**config.mk**
```make
export PLATFORM = sky130hd
export DESIGN_NAME = rlew_word_run_decoder_top
export DESIGN_NICKNAME = d
export VERILOG_FILES = /design/src/hw/rtl/rlewd_pkg.sv /design/src/hw/rtl/rlew_word_run_decoder_top.sv /design/src/hw/rtl/rlewd_run_calc.sv
export SDC_FILE = /design/constraint.sdc
export NUM_CORES = 1
export LEC_CHECK = 0
export BUFFER_PORTS_ARGS = -buffer_cell sky130_fd_sc_hd__buf_2
export CORE_UTILIZATION = 64
export DETAILED_ROUTE_END_ITERATION = 8
export PLACE_DENSITY = 0.83
export SYNTH_ARGS = -nofsm -noshare
export SYNTH_HDL_FRONTEND = slang
export SYNTH_HIERARCHICAL = 1
export SYNTH_SLANG_ARGS = --single-unit
```
**constraint.sdc**
```tcl
create_clock -name clk -period 11.6 [get_ports clk]
set_input_delay 0.58 -clock clk [delete_from_list [all_inputs] [get_ports clk]]
set_output_delay 0.58 -clock clk [all_outputs]
set_load 0.01 [all_outputs]
```
**src/hw/rtl/rlewd_pkg.sv**
```systemverilog
package rlewd_pkg;

  typedef enum logic [1:0] {
    PH_IDLE,
    PH_LIT,
    PH_CNT,
    PH_VAL
  } phase_t;

  localparam logic [1:0] ST_OK      = 2'd0;
  localparam logic [1:0] ST_BAD_HDR = 2'd1;
  localparam logic [1:0] ST_CLIP    = 2'd2;

  localparam logic CFG_ESCAPE_KEY   = 1'b0;
  localparam logic CFG_DROP_LEADING = 1'b1;

  localparam logic [15:0] ESCAPE_KEY_RESET   = 16'hFEFE;
  localparam logic        DROP_LEADING_RESET = 1'b1;

  typedef struct packed {
    logic [15:0] repeat_n;
    logic [14:0] offset;
    logic        last;
    logic [1:0]  status;
    logic [15:0] produced;
  } run_t;

endpackage

```
**src/hw/rtl/rlew_word_run_decoder_top.sv**
```systemverilog
// Channel  | Handshake            | Payload
// request  | req_valid, req_stall | word, start_req
// result   | res_valid, res_stall | value, repeat_res, offset, last, status
//
// One word per cycle while nothing stalls; a word that yields a descriptor goes
// through the input register, then is decoded into the result register.
// The phase machine and counters update in the decode stage.
// A word that yields a descriptor waits in the input register while the
// result register holds an untaken descriptor; words that yield none pass.
// rst clears phase, counters and both valids; escape_key resets to 0xFEFE,
// drop_leading to 1.
module rlew_word_run_decoder_top
  import rlewd_pkg::*;
(
  input  logic        clk,
  input  logic        rst,
  input  logic        req_valid,
  output logic        req_stall,
  input  logic [15:0] word,
  input  logic        start_req,
  output logic        res_valid,
  input  logic        res_stall,
  output logic [15:0] value,
  output logic [15:0] repeat_res,
  output logic [14:0] offset,
  output logic        last,
  output logic [1:0]  status,
  input  logic        cfg_we,
  input  logic        cfg_index,
  input  logic [15:0] cfg_data
);

  logic [15:0] escape_key;
  logic        drop_leading;

  logic        a_valid;
  logic [15:0] a_word;
  logic        a_start;

  phase_t      phase, phase_next;
  logic [14:0] total_elements, total_elements_next;
  logic [15:0] produced_elements, produced_elements_next;
  logic [15:0] pending_count, pending_count_next;

  logic        a_emit;
  logic        a_fire;
  logic        res_free;
  logic [15:0] emit_value;
  logic [15:0] emit_repeat;
  logic [14:0] emit_offset;
  logic        emit_last;
  logic [1:0]  emit_status;
  logic [15:0] run_count;
  run_t        run;

  always_ff @(posedge clk) begin
    if (rst) begin
      escape_key   <= ESCAPE_KEY_RESET;
      drop_leading <= DROP_LEADING_RESET;
    end else if (cfg_we) begin
      case (cfg_index)
        CFG_ESCAPE_KEY:   escape_key   <= cfg_data;
        CFG_DROP_LEADING: drop_leading <= cfg_data[0];
        default: ;
      endcase
    end
  end

  assign res_free  = !res_valid || !res_stall;
  assign a_fire    = a_valid && (!a_emit || res_free);
  assign req_stall = a_valid && !a_fire;

  always_ff @(posedge clk) begin
    if (rst) begin
      a_valid <= 1'b0;
    end else if (req_valid && !req_stall) begin
      a_valid <= 1'b1;
    end else if (a_fire) begin
      a_valid <= 1'b0;
    end
  end

  always_ff @(posedge clk) begin
    if (req_valid && !req_stall) begin
      a_word  <= word;
      a_start <= start_req;
    end
  end

  assign run_count = (phase == PH_VAL) ? pending_count : 16'd1;

  rlewd_run_calc u_calc (
    .count        (run_count),
    .total        (total_elements),
    .produced     (produced_elements),
    .drop_leading (drop_leading),
    .run          (run)
  );

  always_comb begin
    phase_next             = phase;
    total_elements_next    = total_elements;
    produced_elements_next = produced_elements;
    pending_count_next     = pending_count;
    a_emit                 = 1'b0;
    emit_value             = a_word;
    emit_repeat            = run.repeat_n;
    emit_offset            = run.offset;
    emit_last              = run.last;
    emit_status            = run.status;
    if (a_start) begin
      produced_elements_next = 16'd0;
      pending_count_next     = 16'd0;
      if (a_word < 16'd2 || a_word[0]) begin
        total_elements_next = 15'd0;
        phase_next          = PH_IDLE;
        a_emit              = 1'b1;
        emit_value          = 16'd0;
        emit_repeat         = 16'd0;
        emit_offset         = 15'd0;
        emit_last           = 1'b1;
        emit_status         = ST_BAD_HDR;
      end else begin
        total_elements_next = a_word[15:1];
        phase_next          = PH_LIT;
      end
    end else begin
      case (phase)
        PH_LIT: begin
          if (a_word == escape_key) begin
            phase_next = PH_CNT;
          end else begin
            a_emit                 = 1'b1;
            produced_elements_next = run.produced;
            if (run.last) phase_next = PH_IDLE;
          end
        end
        PH_CNT: begin
          pending_count_next = a_word;
          phase_next         = PH_VAL;
        end
        PH_VAL: begin
          a_emit                 = 1'b1;
          produced_elements_next = run.produced;
          phase_next             = run.last ? PH_IDLE : PH_LIT;
        end
        default: phase_next = PH_IDLE;
      endcase
    end
  end

  always_ff @(posedge clk) begin
    if (rst) begin
      phase             <= PH_IDLE;
      total_elements    <= 15'd0;
      produced_elements <= 16'd0;
      pending_count     <= 16'd0;
    end else if (a_fire) begin
      phase             <= phase_next;
      total_elements    <= total_elements_next;
      produced_elements <= produced_elements_next;
      pending_count     <= pending_count_next;
    end
  end

  always_ff @(posedge clk) begin
    if (rst) begin
      res_valid <= 1'b0;
    end else if (a_fire && a_emit) begin
      res_valid <= 1'b1;
    end else if (!res_stall) begin
      res_valid <= 1'b0;
    end
  end

  always_ff @(posedge clk) begin
    if (a_fire && a_emit) begin
      value      <= emit_value;
      repeat_res <= emit_repeat;
      offset     <= emit_offset;
      last       <= emit_last;
      status     <= emit_status;
    end
  end

endmodule

```
**src/hw/rtl/rlewd_run_calc.sv**
```systemverilog
module rlewd_run_calc
  import rlewd_pkg::*;
(
  input  logic [15:0] count,
  input  logic [14:0] total,
  input  logic [15:0] produced,
  input  logic        drop_leading,
  output run_t        run
);

  logic [14:0] remaining;
  logic        clip;
  logic [15:0] n;
  logic [15:0] sum;

  // produced never passes total, so its top bit is always clear
  assign remaining = total - produced[14:0];
  assign clip      = count > {1'b0, remaining};
  assign n         = clip ? {1'b0, remaining} : count;
  assign sum       = produced + n;

  always_comb begin
    run.produced = sum;
    run.last     = sum >= {1'b0, total};
    run.status   = clip ? ST_CLIP : ST_OK;
    if (drop_leading) begin
      if (produced == 16'd0) begin
        run.offset   = 15'd0;
        run.repeat_n = (n == 16'd0) ? 16'd0 : n - 16'd1;
      end else begin
        run.offset   = produced[14:0] - 15'd1;
        run.repeat_n = n;
      end
    end else begin
      run.offset   = produced[14:0];
      run.repeat_n = n;
    end
  end

endmodule

```
==> flow_metrics.tcl, run 1 <==
set metrics [dict create \
    outcome "completed" \
    drive_gt1_frac 0.1648 \
    crit_path_end_kind "flop" \
    slowest_stage "nand2_1" \
    ys_types 74 \
    grt_max_degree 51 \
    fin_cells 1131 \
    p_per_area_nw_per_um2 133.6 \
    worst_pin_slew_ps 1229 \
    synthesis.area_um2 8358 \
    hold_class "in2reg" \
    area_delta_synth_final_pct 12.78 \
    slew_violations 0 \
    post-place-cells 1099 \
    hold_violations 0 \
    cts-hold-fix-buffers 0 \
    synth-edff-count 67 \
    max-slew-margin-rel 0.1796 \
    power.share.combinational 0.172 \
    min_period_over_period 0.8011 \
    grt_overflow 0 \
    first_global_vias 6564 \
    fillers 941 \
    rows 41 \
    critical_path.max_stage_delay_ps 770 \
    yosys.area.top_type "edfxtp_1" \
    ios 91 \
    grt_pass1_wl_mm 32.47 \
    syn_avg_cell_area_um2 9.596 \
    setup_viol 0 \
    clock-sinks 135 \
    synth-seq-cells 135 \
    diodes 0 \
    ant_nets 0 \
    max_freq_mhz 107.6 \
    startpoint_type "flop" \
    synth.net_count 973 \
    grtUsageTotal 0.3173 \
    yosysSeqAreaShare 0.4036 \
    async_flop_share 0 \
    fin_tns_setup_ps 0 \
    io_buffers 90 \
    drt_iter0_drc 547 \
    fin_crit_ps 9293 \
    postCtsSetupRepairBufs 0 \
    cts_tree "done" \
    synth_area_leaders "edfxtp_1 (24%), dfxtp_1 (16%), ha_1 (9.1%)" \
    worstSetupPathType "reg2reg" \
    p_leak_uw 0.003977 \
    clkLatencyLatePin_ps 430 \
    switchingPower_uw 357.5 \
    arrival_ps 9640 \
    ys.flop_type "dfxtp_1" \
    fin_nets 1048 \
    dieArea_um2 13520 \
    peakVddDrop_mv 0.1311 \
    die_x_um 116.3 \
    p_clk_frac 0.404 \
    pwr-share-seq 0.424 \
    viasPerCell 6.140 \
    synth_top_area_share 0.2407 \
    yosysWarnings 6 \
    wl_mm 20.34 \
    cts_root_buffer "clkbuf_16" \
    finalWeightedCongestion 0.9476 \
    rsz0062_at_grt "no" \
    drv_cap 0 \
    required_ps 11940 \
    dr.pass1.iters 5 \
    swShare 0.2838 \
    cellInternalPower_uw 902.1 \
    critPathMaxFanout 31 \
    core-area_um2 12670 \
    cts_inserted_buffers 17 \
    dr_total_vias 6944 \
    cts-htree-levels 4 \
    drc 0 \
    post_drt_wl_per_cell_um 17.98 \
    die_y_um 116.3 \
    skew_ps 7.858 \
    crit_top_cell "ha_1" \
    synth_cells 871 \
    dp_hpwl_mm 14.53 \
    clk_pin_slew_ps 60 \
    cts_resized 0 \
    cts_buffer_depth 2 \
    initial_core_util 0.6596 \
    antenna_found_initial 0 \
]
-- routing by layer --
| layer | GRT usage | up-vias | share of wire |
|---|---|---|---|
| li1 | - | 3315 | - |
| met1 | 0.3986 | 3307 | 0.43 |
| met2 | 0.5381 | 283 | 0.49 |
| met3 | 0.06539 | 39 | 0.060 |
| met4 | 0.1188 | 0 | 0.023 |
| met5 | 0 | - | 0 |
-- path summary, 6_finish.rpt --
kind	start	to	slack (ps)	depth (start not counted)
max	produced_elements[0]	phase[0]	2310	36
min	word[3]	a_word[3]	320	1
max reg2reg	produced_elements[0]	phase[0]	2310	36
min reg2reg	pending_count[12]	pending_count[12]	500	2
-- logic make-up after synthesis --
group,count (synthesis),synth area share
compound gates,195,0.1684
mux,27,0.03443
simple gates,304,0.1958
other cells,1,0.0004487
fa+ha+maj,63,0.09611
xor+xnor,51,0.05344
buf+inv,95,0.04775
flops,135,0.4036
-- stage by stage --
stage	utilization	power (uW)	cell area [um2]	hold WS, ps	worst slack, ps
floorplan	-	700.5	8358	456.4	4238
global placement	0.7002	746.6	8872	473.7	3112
detailed placement	0.7002	753.6	8872	482.4	2783
CTS	0.7440	1256	9427	307.1	2587
global route	0.7440	1303	9427	308.2	1617
finish	0.7440	1260	9427	319.0	2307
-- sequential cells by signal, indices dropped and copies added (netlist names), 2 cells and up --
register	count
a_word	16
escape_key	16
offset	15
pending_count	16
phase	2
produced_elements	16
repeat_res	16
status	2
total_elements	15
value	16
-- cells in the final DEF (no fill, tap or decap), types with 17 or more instances in the layout --
master,Yosys,routed
nor3_1,19,19
clkbuf_16,0,17
o21ai_0,27,27
and3_1,20,20
nor2_1,80,80
a21oi_1,34,34
xnor2_1,26,26
ha_1,61,61
buf_2,4,90
xor2_1,25,25
nand2_1,48,48
inv_1,58,58
dfxtp_1,68,68
mux2i_1,22,22
a22oi_1,31,31
edfxtp_1,67,67
and2_1,50,50
-- cell usage after synthesis (3+ instances only) --
cell / count
dfxtp_1: 68
o31a_1: 3
nor4_2: 4
and2_1: 50
ha_1: 61
a21o_1: 11
nand4_1: 10
o21a_1: 10
nand3b_1: 6
o31ai_1: 8
nor2b_1: 9
o211ai_1: 7
buf_4: 4
a21oi_1: 34
o211a_1: 3
inv_1: 58
o21ai_0: 27
buf_6: 3
clkbuf_1: 25
nor2_1: 80
edfxtp_1: 67
a22oi_1: 31
xor2_1: 25
mux2_2: 4
and3_1: 20
xnor2_1: 26
nor3_1: 19
a31oi_1: 10
buf_2: 4
a32o_1: 16
or3_1: 8
o211ai_2: 4
mux2i_1: 22
nor4_1: 6
nand3_1: 14
o21bai_1: 4
nand2_1: 48
nand2b_1: 7
a211oi_1: 8
or2_2: 6
-- final cells by class --
class                   instances  area, um2  share of cell area
repair buffers                 93      473.0             0.05017
clock inverters                14      125.1             0.01327
flip-flops and latches        135       3373              0.3578
inverters                      58      217.7             0.02310
clock buffers                  18      429.2             0.04553
multi-input cells             641       4593              0.4873
well taps                     172      215.2             0.02283
-- critical path, delay by kind of cell (launching register included) --
family          cells  cell delay, ps
buf+inv             1              70
fa+ha+maj           6            2030
compound gates     18            3790
xor+xnor            2             390
flops               1             410
simple gates        9            2490
-- power by group through the flow --
stage	clock network, uW	registers, uW	logic, uW
final	508	535	217
after global routing	531	536	237
after CTS	509	534	212
after detailed placement	0	544	209
after global placement	0	544	203
after floorplan	0	542	158
(Power assumes the default switching activity.)
==> run 2: changes to the inputs <==
Settings changed: CORE_UTILIZATION 64 to 54, PLACE_DENSITY 0.83 to 0.74.
Clock period 11.6 ns to 7.7 ns, I/O delays scaled along.
==> flow_metrics.tcl, run 2 (synthesis gave the netlist of run 1 again) <==
set metrics [dict create \
    die_x_um 126.4 \
    crit_path_end_kind "flop" \
    grtUsageTotal 0.2610 \
    required_ps 8030 \
    io_buffers 90 \
    cts_inserted_buffers 17 \
    dieArea_um2 15980 \
    arrival_ps 7730 \
    post_drt_wl_per_cell_um 17.30 \
    startpoint_type "flop" \
    drive_gt1_frac 0.2199 \
    rows 45 \
    cts-htree-levels 4 \
    viasPerCell 5.877 \
    hold_violations 0 \
    peakVddDrop_mv 0.1438 \
    clkLatencyLatePin_ps 430 \
    mostFrequentLayoutCell "buf_2" \
    initial_core_util 0.5518 \
    cts-hold-fix-buffers 0 \
    ant_nets 0 \
    die_y_um 126.4 \
    cts_root_buffer "clkbuf_16" \
    skew_ps 13.27 \
    max-slew-margin-rel 0.2638 \
    cts_buffer_depth 2 \
    dp_slack_ps -248.6 \
    antenna_found_initial 0 \
    grt_overflow 0 \
    p_per_area_nw_per_um2 207.2 \
    setup_viol 0 \
    wl_mm 20.32 \
    dp_hpwl_mm 14.72 \
    clk_pin_slew_ps 60 \
    diodes 0 \
    drt_iter0_drc 504 \
    min_period_over_period 0.9603 \
    area_delta_synth_final_pct 18.26 \
    max_freq_mhz 135.2 \
    slew_violations 0 \
    grt_pass1_wl_mm 32.37 \
    finalWeightedCongestion 0.9064 \
    slowest_stage "or4_4" \
    fillers 1214 \
    drc 0 \
    worstSetupPathType "reg2reg" \
    first_global_vias 6503 \
    grt_max_degree 41 \
    dr_total_vias 6906 \
    core-area_um2 15150 \
    outcome "completed" \
    critPathMaxFanout 6 \
    clock-sinks 135 \
    worst_pin_slew_ps 1099 \
    ios 91 \
    setup_slack_ps 305.7 \
    p_leak_uw 0.004197 \
    critical_path.max_stage_delay_ps 490 \
    drv_cap 0 \
    final_cell_mix "buf_2 (90), nor2_1 (78), edfxtp_1 (67), dfxtp_1 (65), ha_1 (59)" \
    finalPower_uw 2048 \
    hold_class "in2reg" \
    cts_tree "done" \
    dr.pass1.iters 6 \
    fin_crit_ps 7394 \
    fin_nets 1076 \
]
==> run 2: final timing paths <==
path                                            from                to  slack, ps  cells after the start
worst max-delay path            produced_elements[4]          phase[0]        310                     38
worst min-delay path                         word[1]         a_word[1]        130                      1
worst max register to register  produced_elements[4]          phase[0]        310                     38
worst min register to register      pending_count[4]  pending_count[4]        500                      2
==> run 2: worst max-delay path: cells and delay by family (launching register included) <==
kind / cells / cell delay, ps
compound gates: 17 / 2970
flops: 1 / 370
simple gates: 11 / 1750
fa+ha+maj: 5 / 1460
mux: 1 / 190
buf+inv: 3 / 400
xor+xnor: 1 / 140
==> run 2: area by class of cell <==
| class | count | area (um2) | area share |
|---|---|---|---|
| multi-input cells | 641 | 4737 | 0.4792 |
| clock buffers | 17 | 425.4 | 0.04304 |
| repair buffers | 121 | 686.9 | 0.06949 |
| clock inverters | 15 | 205.2 | 0.02076 |
| flip-flops and latches | 135 | 3377 | 0.3416 |
| inverters | 58 | 217.7 | 0.02203 |
| well taps | 188 | 235.2 | 0.02380 |
==> run 2: metal layers <==
layer | vias to the layer above | share of wire | routed length [um] | GRT usage
li1 | 3385 | - | - | -
met1 | 3268 | 0.44 | 8846 | 0.3305
met2 | 213 | 0.49 | 9955 | 0.4378
met3 | 40 | 0.053 | 1067 | 0.04935
met4 | 0 | 0.022 | 452 | 0.1099
met5 | - | 0 | 0 | 0
==> run 2: power breakdown <==
group	total (uW)	internal (uW)	switching [uW]
sequential	804	783	21.4
clock	876	525	351
combinational	368	160	208
==> run 2: stage by stage <==
stage	setup TNS, ps	utilization	hold slack [ps]	instances	area, um2
2_1_floorplan	0	-	456.4	871	8358
6_report	0	0.6526	130.5	1175	9884
5_1_grt	-82.45	0.6526	112.7	1175	9884
3_5_place_dp	-279.2	0.5980	479.7	1137	9057
4_1_cts	0	0.6411	116.3	1169	9711
3_3_place_gp	0	0.5980	475.1	1137	9057
==> run 2: what timing repair did <==
| action | 4_1_cts | 5_1_grt |
|---|---|---|
| setup endpoints to repair | 2 | 2 |
| hold endpoints to repair | 0 | 0 |
| setup buffers | 0 | 6 |
| pin swaps | 0 | 24 |
| resized for setup | 6 | 31 |
==> run 3: changes to the inputs <==
Settings changed: CORE_UTILIZATION 54 to 64, PLACE_DENSITY 0.74 to 0.83.
Clock period 7.7 ns to 8.8 ns, I/O delays scaled along.
==> flow_metrics.tcl, run 3 (synthesis gave the netlist of run 1 again) <==
set metrics [dict create \
    outcome "completed" \
    max-slew-margin-rel 0.2228 \
    fin_nets 1050 \
    hold_violations 0 \
    drc 0 \
    crit_family "compound AO/OA/AOI/OAI gates" \
    io_buffers 90 \
    initial_core_util 0.6596 \
    skew_ps 11.23 \
    finalWeightedCongestion 0.9188 \
    max_freq_mhz 124.2 \
    dp_hpwl_mm 14.14 \
    critical_path.max_stage_delay_ps 490 \
    arrival_ps 8390 \
    p_leak_uw 0.004004 \
    switchingPower_uw 464.6 \
    finalPower_uw 1664 \
    cts_tree "done" \
    grt_pass1_wl_mm 31.98 \
    startpoint_type "flop" \
    cts_buffer_depth 2 \
    cts_inserted_buffers 17 \
    diodes 0 \
    min-delay-start "word[9]" \
    core-area_um2 12670 \
    cellInternalPower_uw 1199 \
    p_per_area_nw_per_um2 175.6 \
    wl_mm 19.99 \
    worst_r2r_endpoint "phase[0]" \
    crit_buf_inv 1 \
    viasPerCell 6.104 \
    drive_gt1_frac 0.1727 \
    post_drt_wl_per_cell_um 17.64 \
    min_period_over_period 0.9151 \
    drt_iter0_drc 633 \
    dr.pass1.iters 6 \
    setup_viol 0 \
    reg2reg_from "produced_elements[0]" \
    dieArea_um2 13520 \
    r2r_slack_ps 750 \
    holdPathStages 1 \
    final_cell_mix "buf_2 (90), nor2_1 (79), dfxtp_1 (68), edfxtp_1 (67), ha_1 (61)" \
    power.share.combinational 0.175 \
    antenna_found_initial 0 \
    crit_path_end_kind "flop" \
    hold_end "a_word[9]" \
    die_x_um 116.3 \
    slowest_stage "fa_1" \
    place_area_um2 8880 \
    p_clk_frac 0.402 \
    slew_violations 0 \
    mostFrequentLayoutCell "buf_2" \
    worstSetupPathType "reg2reg" \
    worst_pin_slew_ps 1164 \
    required_ps 9140 \
    grtUsageTotal 0.3127 \
    reg2reg_depth 39 \
    grt_overflow 0 \
    swShare 0.2793 \
    critPathMaxFanout 9 \
    pwr-share-seq 0.423 \
    grt_max_degree 51 \
    drv_cap 0 \
    area_delta_synth_final_pct 13.37 \
    peakVddDrop_mv 0.1683 \
    first_global_vias 6360 \
    fin_crit_ps 8052 \
    cts-htree-levels 4 \
    clk_pin_slew_ps 60 \
    startpoint "produced_elements[0]" \
    ant_nets 0 \
    hold_class "in2reg" \
    clock-sinks 135 \
    design_area_um2 9475 \
    cts_root_buffer "clkbuf_16" \
    ios 91 \
    clkLatencyLatePin_ps 430 \
    dr_total_vias 6916 \
    die_y_um 116.3 \
    rows 41 \
]
-- run 3: cell types whose count changed in the layout (fill, tap and decap cells not counted), sizes merged --
cell | before | now
bufinv | 3 | 1
clkbuf | 17 | 20
clkinvlp | 0 | 4
buf | 121 | 95
clkinv | 3 | 6
inv | 67 | 59
-- run 3: routing by layer --
metal | global-route usage | routed length (um) | part of all wire | up-vias
met2 | 0.5049 | 9569 | 0.48 | 252
met4 | 0.1308 | 520 | 0.026 | 0
met3 | 0.05812 | 1256 | 0.063 | 39
met5 | 0 | 0 | 0 | -
li1 | - | - | - | 3330
met1 | 0.4127 | 8643 | 0.43 | 3295
-- run 3: worst reg2reg max path, delay by kind of cell (launching register included) --
family                     cells  cell delay, ps
AOI/OAI and AO/OA             17            3150
adders and majority gates      6            2000
and+or+nand+nor               12            1840
DFF                            1             390
muxes                          1             290
xor gates and xnor gates       2             270
buffers and inverters          1              60
-- run 3: worst max path at each step --
stage	cells past startpoint	endpoint	slack [ps]
after global placement	36	phase[0]	890
after detailed placement	38	phase[0]	470
after global routing	36	phase[0]	-20
after floorplan	38	phase[0]	1440
after CTS	38	phase[0]	410
final	39	phase[0]	750
-- run 3: cell type report --
type                       instances  area, um2
clock buffer                      20      446.7
tap                              172      215.2
timing repair buffer              95      488.0
fill                             933       3196
inverter                          58      217.7
multi-input combinational        641       4629
clock inverter                    12      105.1
sequential                       135       3373
-- run 3: stage by stage --
stage                     TNS (ps)  instances  worst slack (ps)  hold slack [ps]  utilization
final                            0       1133             747.6            185.4       0.7478
after global routing        -23.06       1133            -23.06            173.1       0.7478
after CTS                        0       1132             405.3            180.4       0.7443
after detailed placement         0       1100             466.1            480.8       0.7008
after global placement           0       1100             889.1            473.6       0.7008
after floorplan                  0        871              1438            456.4            -
-- run 3: what timing repair did --
item | CTS | global route
gates resized for setup | 0 | 8
setup endpoints to repair | 0 | 2
hold endpoints to repair | 0 | 0
hold buffers | 0 | 0
buffers inserted | 0 | 1
-- run 3: power groups by stage --
| stage | clock network, uW | registers (uW) | logic, uW |
|---|---|---|---|
| after floorplan | 0 | 714 | 209 |
| after global placement | 0 | 717 | 269 |
| after detailed placement | 0 | 717 | 275 |
| after CTS | 671 | 704 | 279 |
| after global routing | 698 | 707 | 321 |
| final | 668 | 704 | 292 |
